===== src/design/orb_pkg.sv =====
package orb_pkg;

  // fixed port widths
  localparam int CapW   = 5;
  localparam int ActW   = 2;
  localparam int CountW = 8;
  localparam int DataW  = 64;

  // defaults for the top level parameters
  localparam int DefDepth    = 16;
  localparam int DefWordBits = 64;

  // capacity after reset
  localparam logic [CapW-1:0] CapReset = CapW'(16);

  // action codes
  localparam logic [ActW-1:0] ActAppend = 2'd0;
  localparam logic [ActW-1:0] ActRemove = 2'd1;
  localparam logic [ActW-1:0] ActList   = 2'd2;

  // controller to datapath
  typedef struct packed {
    logic cfg_wr;     // load capacity, empty the ring
    logic append;     // store payload after newest entry
    logic remove;     // drop oldest entries
    logic list_load;  // start a list walk at the oldest entry
    logic issue;      // read one entry into the output register
  } cmd_t;

  // datapath to controller
  typedef struct packed {
    logic empty;      // occupancy is zero
    logic last;       // walk has one entry left
  } status_t;

endpackage


===== src/design/orb_ctrl.sv =====
module orb_ctrl
  import orb_pkg::*;
(
  input  logic            clk_i,
  input  logic            rst_ni,
  input  logic            in_valid_i,
  output logic            in_ready_o,
  input  logic [ActW-1:0] action_i,
  input  logic            cfg_valid_i,
  output logic            cfg_ready_o,
  output logic            out_valid_o,
  input  logic            out_ready_i,
  input  status_t         status_i,
  output cmd_t            cmd_o
);

  typedef enum logic {
    StIdle,
    StList
  } state_e;

  state_e state_q, state_d;
  logic   out_valid_q, out_valid_d;
  logic   in_acc;

  always_comb begin
    cfg_ready_o = (state_q == StIdle);
    in_ready_o  = (state_q == StIdle) && !cfg_valid_i;
    in_acc      = in_valid_i && in_ready_o;

    cmd_o        = '0;
    cmd_o.cfg_wr = cfg_valid_i && cfg_ready_o;
    state_d      = state_q;

    unique case (state_q)
      StIdle: begin
        if (in_acc) begin
          unique case (action_i)
            ActAppend: cmd_o.append = 1'b1;
            ActRemove: cmd_o.remove = 1'b1;
            ActList: begin
              if (!status_i.empty) begin
                cmd_o.list_load = 1'b1;
                state_d         = StList;
              end
            end
            default: ;
          endcase
        end
      end
      StList: begin
        cmd_o.issue = !out_valid_q || out_ready_i;
        if (cmd_o.issue && status_i.last) begin
          state_d = StIdle;
        end
      end
      default: state_d = StIdle;
    endcase

    if (cmd_o.issue) begin
      out_valid_d = 1'b1;
    end else if (out_ready_i) begin
      out_valid_d = 1'b0;
    end else begin
      out_valid_d = out_valid_q;
    end
  end

  always_ff @(posedge clk_i or negedge rst_ni) begin
    if (!rst_ni) begin
      state_q     <= StIdle;
      out_valid_q <= 1'b0;
    end else begin
      state_q     <= state_d;
      out_valid_q <= out_valid_d;
    end
  end

  assign out_valid_o = out_valid_q;

endmodule


===== src/design/orb_dp.sv =====
module orb_dp
  import orb_pkg::*;
#(
  parameter int DEPTH     = DefDepth,
  parameter int WORD_BITS = DefWordBits
) (
  input  logic              clk_i,
  input  logic              rst_ni,
  input  cmd_t              cmd_i,
  input  logic [CapW-1:0]   cfg_capacity_i,
  input  logic [DataW-1:0]  payload_i,
  input  logic [CountW-1:0] remove_count_i,
  output logic [DataW-1:0]  entry_o,
  output logic              is_last_o,
  output status_t           status_o
);

  localparam int IdxW = (DEPTH > 1) ? $clog2(DEPTH) : 1;
  localparam int OccW = $clog2(DEPTH + 1);
  localparam int SumW = IdxW + 1;

  logic [WORD_BITS-1:0] mem_q [DEPTH];
  logic [WORD_BITS-1:0] rd_q;
  logic                 last_q;

  logic [CapW-1:0] capacity_q;
  logic [IdxW-1:0] oldest_q, oldest_d;
  logic [IdxW-1:0] newest_q, newest_d;
  logic [OccW-1:0] occ_q, occ_d;
  logic [IdxW-1:0] walk_q, walk_d;
  logic [OccW-1:0] left_q, left_d;

  logic [OccW-1:0] size;
  logic [SumW-1:0] size_w;
  logic [IdxW-1:0] oldest_adv, newest_adv, walk_adv, wr_idx;
  logic [SumW-1:0] drop_sum;
  logic            full;

  // ring size clamped to 1..DEPTH
  always_comb begin
    if (capacity_q == '0) begin
      size = OccW'(1);
    end else if (int'(capacity_q) > DEPTH) begin
      size = OccW'(DEPTH);
    end else begin
      size = OccW'(capacity_q);
    end
    size_w = SumW'(size);
  end

  function automatic logic [IdxW-1:0] adv(input logic [IdxW-1:0] idx,
                                          input logic [SumW-1:0] sz);
    logic [SumW-1:0] nxt;
    nxt = SumW'(idx) + SumW'(1);
    return (nxt >= sz) ? '0 : nxt[IdxW-1:0];
  endfunction

  always_comb begin
    oldest_adv = adv(oldest_q, size_w);
    newest_adv = adv(newest_q, size_w);
    walk_adv   = adv(walk_q, size_w);
    full       = (occ_q >= size);
    wr_idx     = (occ_q == '0) ? '0 : newest_adv;
    // count stays below occupancy here, so the sum stays below twice the size
    drop_sum   = SumW'(oldest_q) + SumW'(remove_count_i[OccW-1:0]);
    if (drop_sum >= size_w) begin
      drop_sum = drop_sum - size_w;
    end

    oldest_d = oldest_q;
    newest_d = newest_q;
    occ_d    = occ_q;
    walk_d   = walk_q;
    left_d   = left_q;

    if (cmd_i.cfg_wr) begin
      oldest_d = '0;
      newest_d = '0;
      occ_d    = '0;
    end else if (cmd_i.append) begin
      if (occ_q == '0) begin
        oldest_d = '0;
        newest_d = '0;
        occ_d    = OccW'(1);
      end else begin
        if (full) begin
          oldest_d = oldest_adv;
        end else begin
          occ_d = occ_q + OccW'(1);
        end
        newest_d = newest_adv;
      end
    end else if (cmd_i.remove) begin
      if (occ_q != '0 && remove_count_i != '0) begin
        if (remove_count_i >= CountW'(occ_q)) begin
          oldest_d = '0;
          newest_d = '0;
          occ_d    = '0;
        end else begin
          oldest_d = drop_sum[IdxW-1:0];
          occ_d    = occ_q - remove_count_i[OccW-1:0];
        end
      end
    end

    if (cmd_i.list_load) begin
      walk_d = oldest_q;
      left_d = occ_q;
    end else if (cmd_i.issue) begin
      walk_d = walk_adv;
      left_d = left_q - OccW'(1);
    end
  end

  always_ff @(posedge clk_i or negedge rst_ni) begin
    if (!rst_ni) begin
      capacity_q <= CapReset;
      oldest_q   <= '0;
      newest_q   <= '0;
      occ_q      <= '0;
      walk_q     <= '0;
      left_q     <= '0;
    end else begin
      if (cmd_i.cfg_wr) begin
        capacity_q <= cfg_capacity_i;
      end
      oldest_q <= oldest_d;
      newest_q <= newest_d;
      occ_q    <= occ_d;
      walk_q   <= walk_d;
      left_q   <= left_d;
    end
  end

  // slot memory, one write and one registered read port
  always_ff @(posedge clk_i) begin
    if (cmd_i.append) begin
      mem_q[wr_idx] <= payload_i[WORD_BITS-1:0];
    end
    if (cmd_i.issue) begin
      rd_q   <= mem_q[walk_q];
      last_q <= (left_q == OccW'(1));
    end
  end

  assign entry_o         = DataW'(rd_q);
  assign is_last_o       = last_q;
  assign status_o.empty  = (occ_q == '0);
  assign status_o.last   = (left_q == OccW'(1));

endmodule


===== src/design/overwriting_ring_buffer.sv =====
// append and remove: the next item can follow in the next cycle unless a capacity write waits
// list of n entries: the walk starts at the oldest entry and reads each into the output
//   register, one entry per cycle while the output is taken; input is held off for the walk
// the single read port of the slot memory sets the one-entry-per-cycle list rate
// reset: ring empty, both indices at slot 0, capacity 16; slot memory not cleared
module overwriting_ring_buffer
  import orb_pkg::*;
#(
  parameter int DEPTH     = DefDepth,
  parameter int WORD_BITS = DefWordBits
) (
  input  logic              clk_i,
  input  logic              rst_ni,

  // command items
  input  logic              in_valid_i,
  output logic              in_ready_o,
  input  logic [ActW-1:0]   action_i,
  input  logic [DataW-1:0]  payload_i,
  input  logic [CountW-1:0] remove_count_i,

  // capacity register write
  input  logic              cfg_valid_i,
  output logic              cfg_ready_o,
  input  logic [CapW-1:0]   cfg_capacity_i,

  // listed entries
  output logic              out_valid_o,
  input  logic              out_ready_i,
  output logic [DataW-1:0]  entry_o,
  output logic              is_last_o
);

  cmd_t    cmd;
  status_t status;

  // controller: idle / list walk, output valid flag
  orb_ctrl u_ctrl (
    .clk_i       (clk_i),
    .rst_ni      (rst_ni),
    .in_valid_i  (in_valid_i),
    .in_ready_o  (in_ready_o),
    .action_i    (action_i),
    .cfg_valid_i (cfg_valid_i),
    .cfg_ready_o (cfg_ready_o),
    .out_valid_o (out_valid_o),
    .out_ready_i (out_ready_i),
    .status_i    (status),
    .cmd_o       (cmd)
  );

  // datapath: ring pointers, occupancy, slot memory and output register
  orb_dp #(
    .DEPTH     (DEPTH),
    .WORD_BITS (WORD_BITS)
  ) u_dp (
    .clk_i          (clk_i),
    .rst_ni         (rst_ni),
    .cmd_i          (cmd),
    .cfg_capacity_i (cfg_capacity_i),
    .payload_i      (payload_i),
    .remove_count_i (remove_count_i),
    .entry_o        (entry_o),
    .is_last_o      (is_last_o),
    .status_o       (status)
  );

  // a list of a non-empty ring blocks the input for the walk
  assert property (@(posedge clk_i) disable iff (!rst_ni)
    in_valid_i && in_ready_o && action_i == ActList && !status.empty |=> !in_ready_o)
    else $error("list item did not start a walk");

  // an append always leaves at least one entry
  assert property (@(posedge clk_i) disable iff (!rst_ni)
    in_valid_i && in_ready_o && action_i == ActAppend |=> !status.empty)
    else $error("ring empty after append");

  // a capacity write empties the ring
  assert property (@(posedge clk_i) disable iff (!rst_ni)
    cfg_valid_i && cfg_ready_o |=> status.empty)
    else $error("ring not empty after capacity write");

  // the walk ends on the entry marked last
  assert property (@(posedge clk_i) disable iff (!rst_ni)
    cmd.issue && status.last |=> in_ready_o || cfg_valid_i)
    else $error("walk did not end after last entry");

endmodule

===== config.mk =====
export PLATFORM = sky130hd
export DESIGN_NAME = overwriting_ring_buffer
export DESIGN_NICKNAME = d
export VERILOG_FILES = /design/src/design/orb_pkg.sv /design/src/design/orb_ctrl.sv /design/src/design/orb_dp.sv /design/src/design/overwriting_ring_buffer.sv
export SDC_FILE = /design/constraint.sdc
export NUM_CORES = 1
export LEC_CHECK = 0
export BUFFER_PORTS_ARGS = -buffer_cell sky130_fd_sc_hd__buf_4
export CAP_MARGIN = 20
export CORE_MARGIN = 2
export CORE_UTILIZATION = 38
export CTS_CLUSTER_SIZE = 20
export DETAILED_ROUTE_END_ITERATION = 10
export SLEW_MARGIN = 20
export SYNTH_ARGS = -nofsm -noshare
export SYNTH_HDL_FRONTEND = slang
export SYNTH_HIERARCHICAL = 1
export SYNTH_SLANG_ARGS = --single-unit

===== constraint.sdc =====
create_clock -name clk_i -period 8.9 [get_ports clk_i]
set_clock_uncertainty 0.05 [all_clocks]
set_input_delay 0.89 -clock clk_i [delete_from_list [all_inputs] [get_ports clk_i]]
set_output_delay 0.89 -clock clk_i [all_outputs]
set_load 0.01 [all_outputs]

==> results of run 1 <==
flip-flops by register name, indices dropped and copies added (netlist names), 4 cells and up:
register	flops
u_dp/capacity_q	5
u_dp/entry_o	64
u_dp/left_q	5
u_dp/mem_q	1024
u_dp/newest_q	4
u_dp/occ_q	5
u_dp/oldest_q	4
u_dp/walk_q	4
critical path, cell delays in order, from the launching register on:
cell and delay [ps]:
dfrtp_1 480, ha_1 270, nor2b_1 150, nor2b_1 780, inv_1 350, ha_1 390
a21oi_1 60, o21a_1 220, o21ai_2 820, o21a_4 590, buf_4 640
kinds of logic (layout without fill, tap and decap cells):
logic type,count (synthesis),in the layout,synth area share (%)
AOI/OAI and AO/OA,405,405,5.83
xor gates and xnor gates,19,19,0.380
adders and majority gates,45,45,1.31
buffers and inverters,140,421,1.37
DFF,1118,1118,76.3
muxes,393,393,12.8
other,0,2,0
and+or+nand+nor,170,170,1.95
how the worst min path moves through the flow:
stage	endpoint	slack, ps	depth (start not counted)
2_1_floorplan	u_dp/capacity_q[0]	430	1
5_1_grt	u_dp/capacity_q[3]	110	1
3_5_place_dp	u_dp/capacity_q[0]	460	1
6_report	u_dp/capacity_q[3]	100	1
3_3_place_gp	u_dp/newest_q[1]	450	1
4_1_cts	u_dp/walk_q[3]	70	1
cell type report:
| class | instances | share of cell area (%) |
|---|---|---|
| flip-flops and latches | 1118 | 66.6 |
| multi-input cells | 1032 | 19.7 |
| clock buffers | 140 | 5.89 |
| well taps | 1512 | 3.77 |
| repair buffers | 193 | 2.97 |
| clock inverters | 63 | 0.941 |
| inverters | 25 | 0.187 |
| diodes | 2 | 0.00996 |
placed cells by master (no fill, tap or decap), drive strengths merged, types with 7 or more instances in the layout:
| cell type | n |
|---|---|
| dfrtp | 28 |
| xnor2 | 11 |
| mux2 | 71 |
| clkbuf | 140 |
| nand2 | 88 |
| ha | 42 |
| buf | 193 |
| nor2 | 13 |
| mux4 | 128 |
| a221oi | 65 |
| a21o | 9 |
| a22oi | 67 |
| nand2b | 9 |
| inv | 29 |
| clkinv | 49 |
| nor4 | 13 |
| nand3 | 7 |
| mux2i | 194 |
| xor2 | 8 |
| o21ai | 159 |
| nor3 | 10 |
| edfxtp | 1089 |
| a21oi | 80 |
routing by layer:
layer  track usage [%]  wire length [um]  vias to the layer above
met1              21.7             41300                    11500
met3              3.50              6040                      134
met5                 0                65                        -
met2              28.0             48200                      575
li1                  -                 -                     9756
met4              4.28              1900                       10
stage by stage:
step	total power, mW	setup slack (ps)
after CTS	14.1	3740
final	13.9	3670
after global routing	14.6	3420
after floorplan	8.57	-21.2
after detailed placement	9.68	3750
after global placement	9.64	3920
power breakdown:
part           switching [mW]  internal, mW  total [mW]
combinational            1.78          1.44        3.22
clock                    1.93          2.49        4.42
sequential              0.216          6.08        6.30
==> results.py, run 1 <==
metrics = {
    "logic_synthesis": {
        "synthCells": 2290,
        "synth_area_leaders": "edfxtp_1 75%, mux4_2 6.6%, mux2i_1 4.4%",
        "yosysSeqAreaShare_pct": 76.3,
        "ys_async_sr_fraction_pct": 2.59,
        "synth_area_per_cell_um2": 19.1,
        "ys_ff_latch": 1118,
        "yosysMostFrequentCell": "edfxtp_1",
        "synth_area_um2": 43800,
        "netlist.area_leader.share_pct": 74.7,
        "synth_ff_type": "edfxtp_1",
        "synth_top_cell_by_area": "edfxtp_1",
        "syn_nets": 2418,
        "synth_cell_types": 64,
        "synth_edf_count": 1089,
        "synth_common_cells": "1089 x edfxtp_1, 194 x mux2i_1, 157 x o21ai_0",
        "synth_warnings": 6,
    },
    "clocking": {
        "clk_latency_ps": 690,
        "cts_tree": "built",
        "holdBufCountCts": 0,
        "cts_root_buf": "clkbuf_16",
        "cts.path.max_buffers": 3,
        "h-tree-depth": 3,
        "cts-buffers-inserted": 111,
        "cts_setup_buffers": 0,
        "path_clk_slew_ps": 60,
        "cts_resized": 0,
        "clock_sinks": 1118,
    },
    "floorplanning": {
        "chipHeight_um": 343,
        "initial_core_util_pct": 38.3,
        "core-area_um2": 114000,
        "die_w_um": 343,
        "fp-row-count": 124,
        "dieArea_um2": 118000,
        "ios": 152,
    },
    "placed_design": {
        "placed_area_um2": 46800,
        "dp_hpwl_um": 53700,
        "dp_cells": 3880,
        "port_buffers": 151,
        "routabilityCongestion": 0.775,
    },
    "timing": {
        "setup_viol": 0,
        "finalCriticalPeriod_ps": 5230,
        "hold_viol_final": 0,
        "fin_crit_sh_pct": 58.8,
        "final.setup.tns_ps": 0,
        "drv_slew": 0,
        "holdWs_ps": 96.3,
        "max_freq_mhz": 191,
        "tightest_slew_ps": 1130,
        "max-slew-margin-rel_pct": 24.6,
        "rsz0062_at_grt": "false",
    },
    "global_routing": {
        "grt_util_all_layers_pct": 16.5,
        "antenna_found_initial": 8,
        "grt_start_max_net_pins": 106,
        "grt_pass1_vias": 23100,
        "grt_pass1_wl_um": 146000,
        "grt-ovfl-total": 0,
    },
    "power": {
        "vdd_drop_max_mv": 0.170,
        "p_leak_nw": 16.5,
        "pwr_density_cell_nw_per_um2": 277,
    },
    "job": {
        "timing.max_cap.violations": 0,
    },
    "finish": {
        "final_nets": 2609,
        "design_area_um2": 50200,
        "instances_no_fill": 4085,
        "layout-drive-gt1-share_pct": 22.5,
        "n_fill_cell": 9769,
        "multi_input_area_um2": 9890,
        "final_util_pct": 43.9,
        "syn_to_final_growth_pct": 14.7,
        "seq_area_um2": 33400,
    },
    "worst_setup_path": {
        "ff2ff_path_depth": 10,
        "required_ps": 9160,
        "crit_path_end_kind": "register",
        "cp-startpoint": "u_dp/newest_q[0]",
        "worstPathArrival_ps": 5490,
        "r2r-start": "u_dp/newest_q[0]",
        "r2r_slack_ps": 3670,
        "worst-setup-path-type": "reg -> reg",
        "start_kind": "register",
        "crit_end": "u_dp/mem_q[0][25]",
        "crit_fanout": 38,
        "reg2reg_to": "u_dp/mem_q[0][25]",
    },
    "routing": {
        "drtAntennaViolNets": 0,
        "via_count": 21900,
        "wire_per_inst_um": 23.9,
        "drc": 0,
        "first_pass_iters": 5,
        "drtIter0Drc": 1598,
        "vias_per_cell": 5.37,
        "finalWirelength_um": 97500,
    },
    "worst_hold_path": {
        "holdCritPathClass": "in -> async",
    },
    "outcome": {
        "status": "completed",
    },
}
Power figures use the tool's default switching activity.
==> run 2: changes to the inputs <==
- clock period: 8.9 -> 4.8 ns (I/O delays scaled with it)
==> results.py, run 2 (synthesis gave the netlist of run 1 again) <==
metrics = {
    "finish": {
        "design_area_um2": 51300,
        "syn_to_final_growth_pct": 17.1,
        "n_fill_cell": 9618,
        "final_nets": 2640,
        "layout-drive-gt1-share_pct": 23.7,
        "largest_register_ffs": 1024,
        "regMostFlops": "u_dp/mem_q",
        "mostFrequentLayoutCell": "edfxtp_1",
        "mostFrequentLayoutCells": "1089 x edfxtp_1, 194 x mux2i_1, 176 x buf_4",
    },
    "floorplanning": {
        "ios": 152,
        "dieArea_um2": 118000,
        "chipHeight_um": 343,
        "die_w_um": 343,
        "core-area_um2": 114000,
        "fp-row-count": 124,
        "initial_core_util_pct": 38.3,
    },
    "clocking": {
        "h-tree-depth": 3,
        "cts_resized": 0,
        "cts-buffers-inserted": 111,
        "path_clk_slew_ps": 60,
        "cts.path.max_buffers": 3,
        "cts_root_buf": "clkbuf_16",
        "cts_setup_buffers": 0,
        "clock_sinks": 1118,
        "clk_latency_ps": 690,
        "cts_tree": "built",
    },
    "routing": {
        "via_count": 22200,
        "finalWirelength_um": 99600,
        "first_pass_iters": 5,
        "drtIter0Drc": 1860,
        "vias_per_cell": 5.40,
        "wire_per_inst_um": 24.2,
        "drc": 0,
        "drtAntennaViolNets": 0,
    },
    "power": {
        "vdd_drop_max_mv": 0.349,
        "clockPowerShare_pct": 32.8,
        "combPwrFrac_pct": 23.4,
        "p_leak_nw": 16.9,
        "p_sw_mw": 7.49,
        "seqPwrFrac_pct": 43.8,
        "swShare_pct": 28.1,
        "pwr_density_cell_nw_per_um2": 519,
        "intPower_mw": 19.1,
    },
    "worst_setup_path": {
        "start_kind": "register",
        "required_ps": 5090,
        "crit_family": "buffers and inverters",
        "worstPathArrival_ps": 4510,
        "crit_path_max_incr_delay_ps": 870,
        "crit_fanout": 64,
        "worst-setup-path-type": "reg -> reg",
        "crit_path_end_kind": "register",
        "path_cells": "ha_4 -> nand2b_1 -> nor2b_2 -> clkinvlp_4 -> ha_4 -> a21oi_2 -> o21a_1 -> o21ai_4 -> buf_4 -> o21a_4 -> buf_12",
        "cpMaxStageDelayCell": "nor2b_2",
        "r2r_slack_ps": 580,
        "crit_buf_inv": 3,
        "cp_common_cell": "ha_4",
    },
    "global_routing": {
        "grt_pass1_wl_um": 149000,
        "grt-ovfl-total": 0,
        "grt_start_max_net_pins": 112,
        "antenna_found_initial": 8,
        "grt_util_all_layers_pct": 17.0,
        "grt_pass1_vias": 23100,
    },
    "placed_design": {
        "dp_hpwl_um": 55200,
        "port_buffers": 151,
        "placed_area_um2": 47400,
        "routabilityCongestion": 0.738,
    },
    "outcome": {
        "status": "completed",
    },
    "job": {
        "timing.max_cap.violations": 0,
    },
    "timing": {
        "finalCriticalPeriod_ps": 4220,
        "rsz0062_at_grt": "false",
        "fin_crit_sh_pct": 87.9,
        "hold_viol_final": 0,
        "drv_slew": 0,
        "max-slew-margin-rel_pct": 28.1,
        "setup_viol": 0,
        "max_freq_mhz": 237,
        "tightest_slew_ps": 1070,
        "holdWs_ps": 39.4,
    },
    "worst_hold_path": {
        "holdCritPathClass": "in -> reg",
    },
}
==> run 2: cell count changes in the layout (fill, tap and decap cells not counted), sizes merged <==
cell / before / now
diode: 2 / 1
dlygate4sd3: 0 / 18
buf: 193 / 206
clkinv: 49 / 44
inv: 29 / 32
clkinvlp: 5 / 4
bufinv: 5 / 14
clkbuf: 140 / 134
==> run 2: layout make-up <==
cell class | instances | area (um^2) | area share (%)
inverters | 25 | 97.6 | 0.190
clock inverters | 69 | 800 | 1.56
well taps | 1512 | 1890 | 3.69
repair buffers | 224 | 2100 | 4.10
clock buffers | 134 | 2890 | 5.63
diodes | 1 | 2.50 | 0.00488
multi-input cells | 1032 | 10100 | 19.6
flip-flops and latches | 1118 | 33400 | 65.2
==> run 2: power groups by stage <==
stage,logic [mW],clock network [mW],registers [mW]
after detailed placement,6.32,0,11.9
after CTS,6.36,8.93,11.7
after global routing,6.79,9.30,11.7
final,6.23,8.72,11.7
after floorplan,4.21,0,11.8
after global placement,6.25,0,11.9
==> run 2: stage by stage <==
stage,TNS (ps),cells,utilization [%],worst slack [ps],power (mW)
global route,0,4114,44.8,344,27.8
detailed placement,0,3893,41.5,591,18.2
finish,0,4115,44.8,579,26.6
global placement,0,3893,41.5,662,18.1
floorplan,-10390,2290,-,-81.2,16.0
CTS,0,4114,44.8,562,27.0
==> run 2: timing repair <==
action / CTS / global route
setup endpoints to repair: 0 / 0
hold buffers: 18 / 0
endpoints found under the hold margin: 125 / 0
==> run 2: final timing paths <==
check,cells past startpoint,startpoint,to
setup / recovery,11,u_dp/newest_q[0],u_dp/mem_q[0][34]
hold / removal,1,payload_i[43],u_dp/mem_q[1][43]
setup reg to reg,11,u_dp/newest_q[0],u_dp/mem_q[0][34]
hold reg to reg,1,u_dp/capacity_q[0],u_dp/capacity_q[0]
max in group asynchronous,2,rst_ni,u_dp/walk_q[3]
min in group asynchronous,2,rst_ni,u_dp/occ_q[1]
==> run 2: routing by layer <==
| layer | routed length (um) | vias to the layer above | GRT usage, % |
|---|---|---|---|
| met5 | 63 | - | 0 |
| met4 | 2100 | 10 | 4.49 |
| met3 | 5450 | 155 | 3.01 |
| met2 | 50000 | 619 | 28.9 |
| met1 | 42000 | 11600 | 22.5 |
| li1 | - | 9822 | - |
==> run 3: changes to the inputs <==
- BUFFER_PORTS_ARGS: -buffer_cell sky130_fd_sc_hd__buf_4 -> not set
- CORE_ASPECT_RATIO: not set -> 1.75
- DONT_BUFFER_PORTS: not set -> 1
==> results.py, run 3 (synthesis gave the netlist of run 1 again) <==
metrics = {
    "floorplanning": {
        "ios": 152,
        "chipHeight_um": 453,
        "fp-row-count": 164,
        "die_w_um": 261,
        "core-area_um2": 114000,
        "dieArea_um2": 118000,
        "initial_core_util_pct": 38.3,
    },
    "finish": {
        "mostFrequentLayoutCells": "1089 x edfxtp_1, 194 x mux2i_1, 157 x o21ai_0",
        "regMostFlops": "u_dp/mem_q",
        "largest_register_ffs": 1024,
        "syn_to_final_growth_pct": 14.9,
        "n_fill_cell": 9619,
        "design_area_um2": 50300,
        "instances_no_fill": 3990,
        "final_nets": 2538,
        "layout-drive-gt1-share_pct": 18.3,
        "mostFrequentLayoutCell": "edfxtp_1",
    },
    "timing": {
        "drv_slew": 0,
        "max-slew-margin-rel_pct": 26.6,
        "finalCriticalPeriod_ps": 4160,
        "setup_viol": 0,
        "max_freq_mhz": 241,
        "hold_viol_final": 0,
        "rsz0062_at_grt": "false",
        "holdWs_ps": 117,
        "fin_crit_sh_pct": 86.6,
        "tightest_slew_ps": 1100,
    },
    "clocking": {
        "clk_latency_ps": 720,
        "cts_setup_buffers": 0,
        "h-tree-depth": 3,
        "cts-buffers-inserted": 100,
        "cts.path.max_buffers": 3,
        "clock_sinks": 1118,
        "cts_root_buf": "clkbuf_16",
        "cts_tree": "built",
        "path_clk_slew_ps": 70,
    },
    "global_routing": {
        "grt_util_all_layers_pct": 17.9,
        "grt-ovfl-total": 0,
        "grt_start_max_net_pins": 66,
        "antenna_found_initial": 14,
        "grt_pass1_vias": 23000,
        "grt_pass1_wl_um": 155000,
    },
    "power": {
        "p_sw_mw": 7.50,
        "vdd_drop_max_mv": 0.380,
        "swShare_pct": 29.0,
        "pwr_density_cell_nw_per_um2": 513,
        "seqPwrFrac_pct": 46.3,
        "intPower_mw": 18.3,
        "p_leak_nw": 16.3,
        "finalPower_mw": 25.8,
        "clockPowerShare_pct": 31.8,
        "combPwrFrac_pct": 21.9,
    },
    "routing": {
        "first_pass_iters": 5,
        "via_count": 21800,
        "finalWirelength_um": 106000,
        "drtAntennaViolNets": 0,
        "drc": 0,
        "wire_per_inst_um": 26.5,
        "drtIter0Drc": 1614,
        "vias_per_cell": 5.47,
    },
    "placed_design": {
        "port_buffers": 0,
        "dp_cells": 3729,
        "dp_hpwl_um": 61900,
        "routabilityCongestion": 0.788,
        "placed_area_um2": 46200,
    },
    "worst_setup_path": {
        "start_kind": "register",
        "crit_fanout": 58,
        "worst-setup-path-type": "reg -> reg",
        "ff2ff_path_depth": 11,
        "worstPathArrival_ps": 4430,
        "crit_path_end_kind": "register",
        "required_ps": 5080,
    },
    "job": {
        "timing.max_cap.violations": 0,
    },
    "outcome": {
        "status": "completed",
    },
    "worst_hold_path": {
        "holdCritPathClass": "in -> reg",
        "whs_path_depth": 3,
    },
}
run 3: cell types whose count changed in the layout (fill, tap and decap cells not counted), moves of 2 or more:
cell	before	now
buf_12	30	25
buf_4	176	36
clkbuf_1	22	16
clkbuf_16	112	100
clkinv_16	1	3
clkinv_2	25	19
clkinvlp_4	4	7
diode_2	1	3
dlygate4sd3_1	18	72
inv_16	3	1
inv_6	5	8
run 3: metal layers:
layer	wire, um	up-vias	share of wire [%]	track usage (%)
li1	-	9613	-	-
met1	39300	11500	37	20.3
met2	58900	540	56	33.9
met3	4660	158	4.4	3.07
met4	2700	8	2.6	5.62
met5	53	-	0.050	0
run 3: critical path: stages (launching register included):
cell,delay (ps)
dfrtp_2,490
ha_4,190
nor2b_4,120
nor2b_2,840
clkinvlp_4,330
ha_4,280
a21oi_2,120
o21a_1,210
o21ai_4,90
buf_12,190
nor4_4,400
buf_12,420
run 3: cell type report:
class / count / area [um^2] / area share (%)
Inverter: 25 / 97.6 / 0.194
Clock buffer: 116 / 2560 / 5.09
Antenna cell: 3 / 7.51 / 0.0149
Sequential cell: 1118 / 33400 / 66.4
Tap cell: 1494 / 1870 / 3.71
Clock inverter: 69 / 805 / 1.60
Multi-Input combinational cell: 1032 / 10100 / 20.0
Timing Repair Buffer: 133 / 1490 / 2.96
run 3: timing repair:
action,CTS,global route
hold endpoints to repair,1064,0
setup endpoints to repair,0,0
hold buffers,73,0
resized for setup,0,0
run 3: power groups by stage:
stage          Clock, mW  Combinational (mW)  Sequential [mW]
3_3_place_gp           0                5.50             12.2
4_1_cts             8.44                5.79             12.0
3_5_place_dp           0                5.57             12.2
6_report            8.22                5.66             12.0
5_1_grt             8.79                6.15             12.0
2_1_floorplan          0                4.21             11.8
run 3: final timing paths:
path	start	end	slack [ps]
max	u_dp/newest_q[0]	u_dp/mem_q[11][8]	640
min	action_i[1]	u_dp/left_q[4]	120
max reg2reg	u_dp/newest_q[0]	u_dp/mem_q[11][8]	640
min reg2reg	u_dp/capacity_q[0]	u_dp/capacity_q[0]	470
max in group asynchronous	rst_ni	u_dp/capacity_q[4]	4230
min in group asynchronous	rst_ni	u_dp/newest_q[2]	210
run 3: metrics by stage:
| stage | setup slack (ps) | setup TNS (ps) | util (%) |
|---|---|---|---|
| after floorplan | -81.2 | -10390 | - |
| after global placement | 673 | 0 | 40.4 |
| after detailed placement | 661 | 0 | 40.4 |
| after CTS | 641 | 0 | 44.0 |
| after global routing | 520 | 0 | 44.0 |
| final | 644 | 0 | 44.0 |
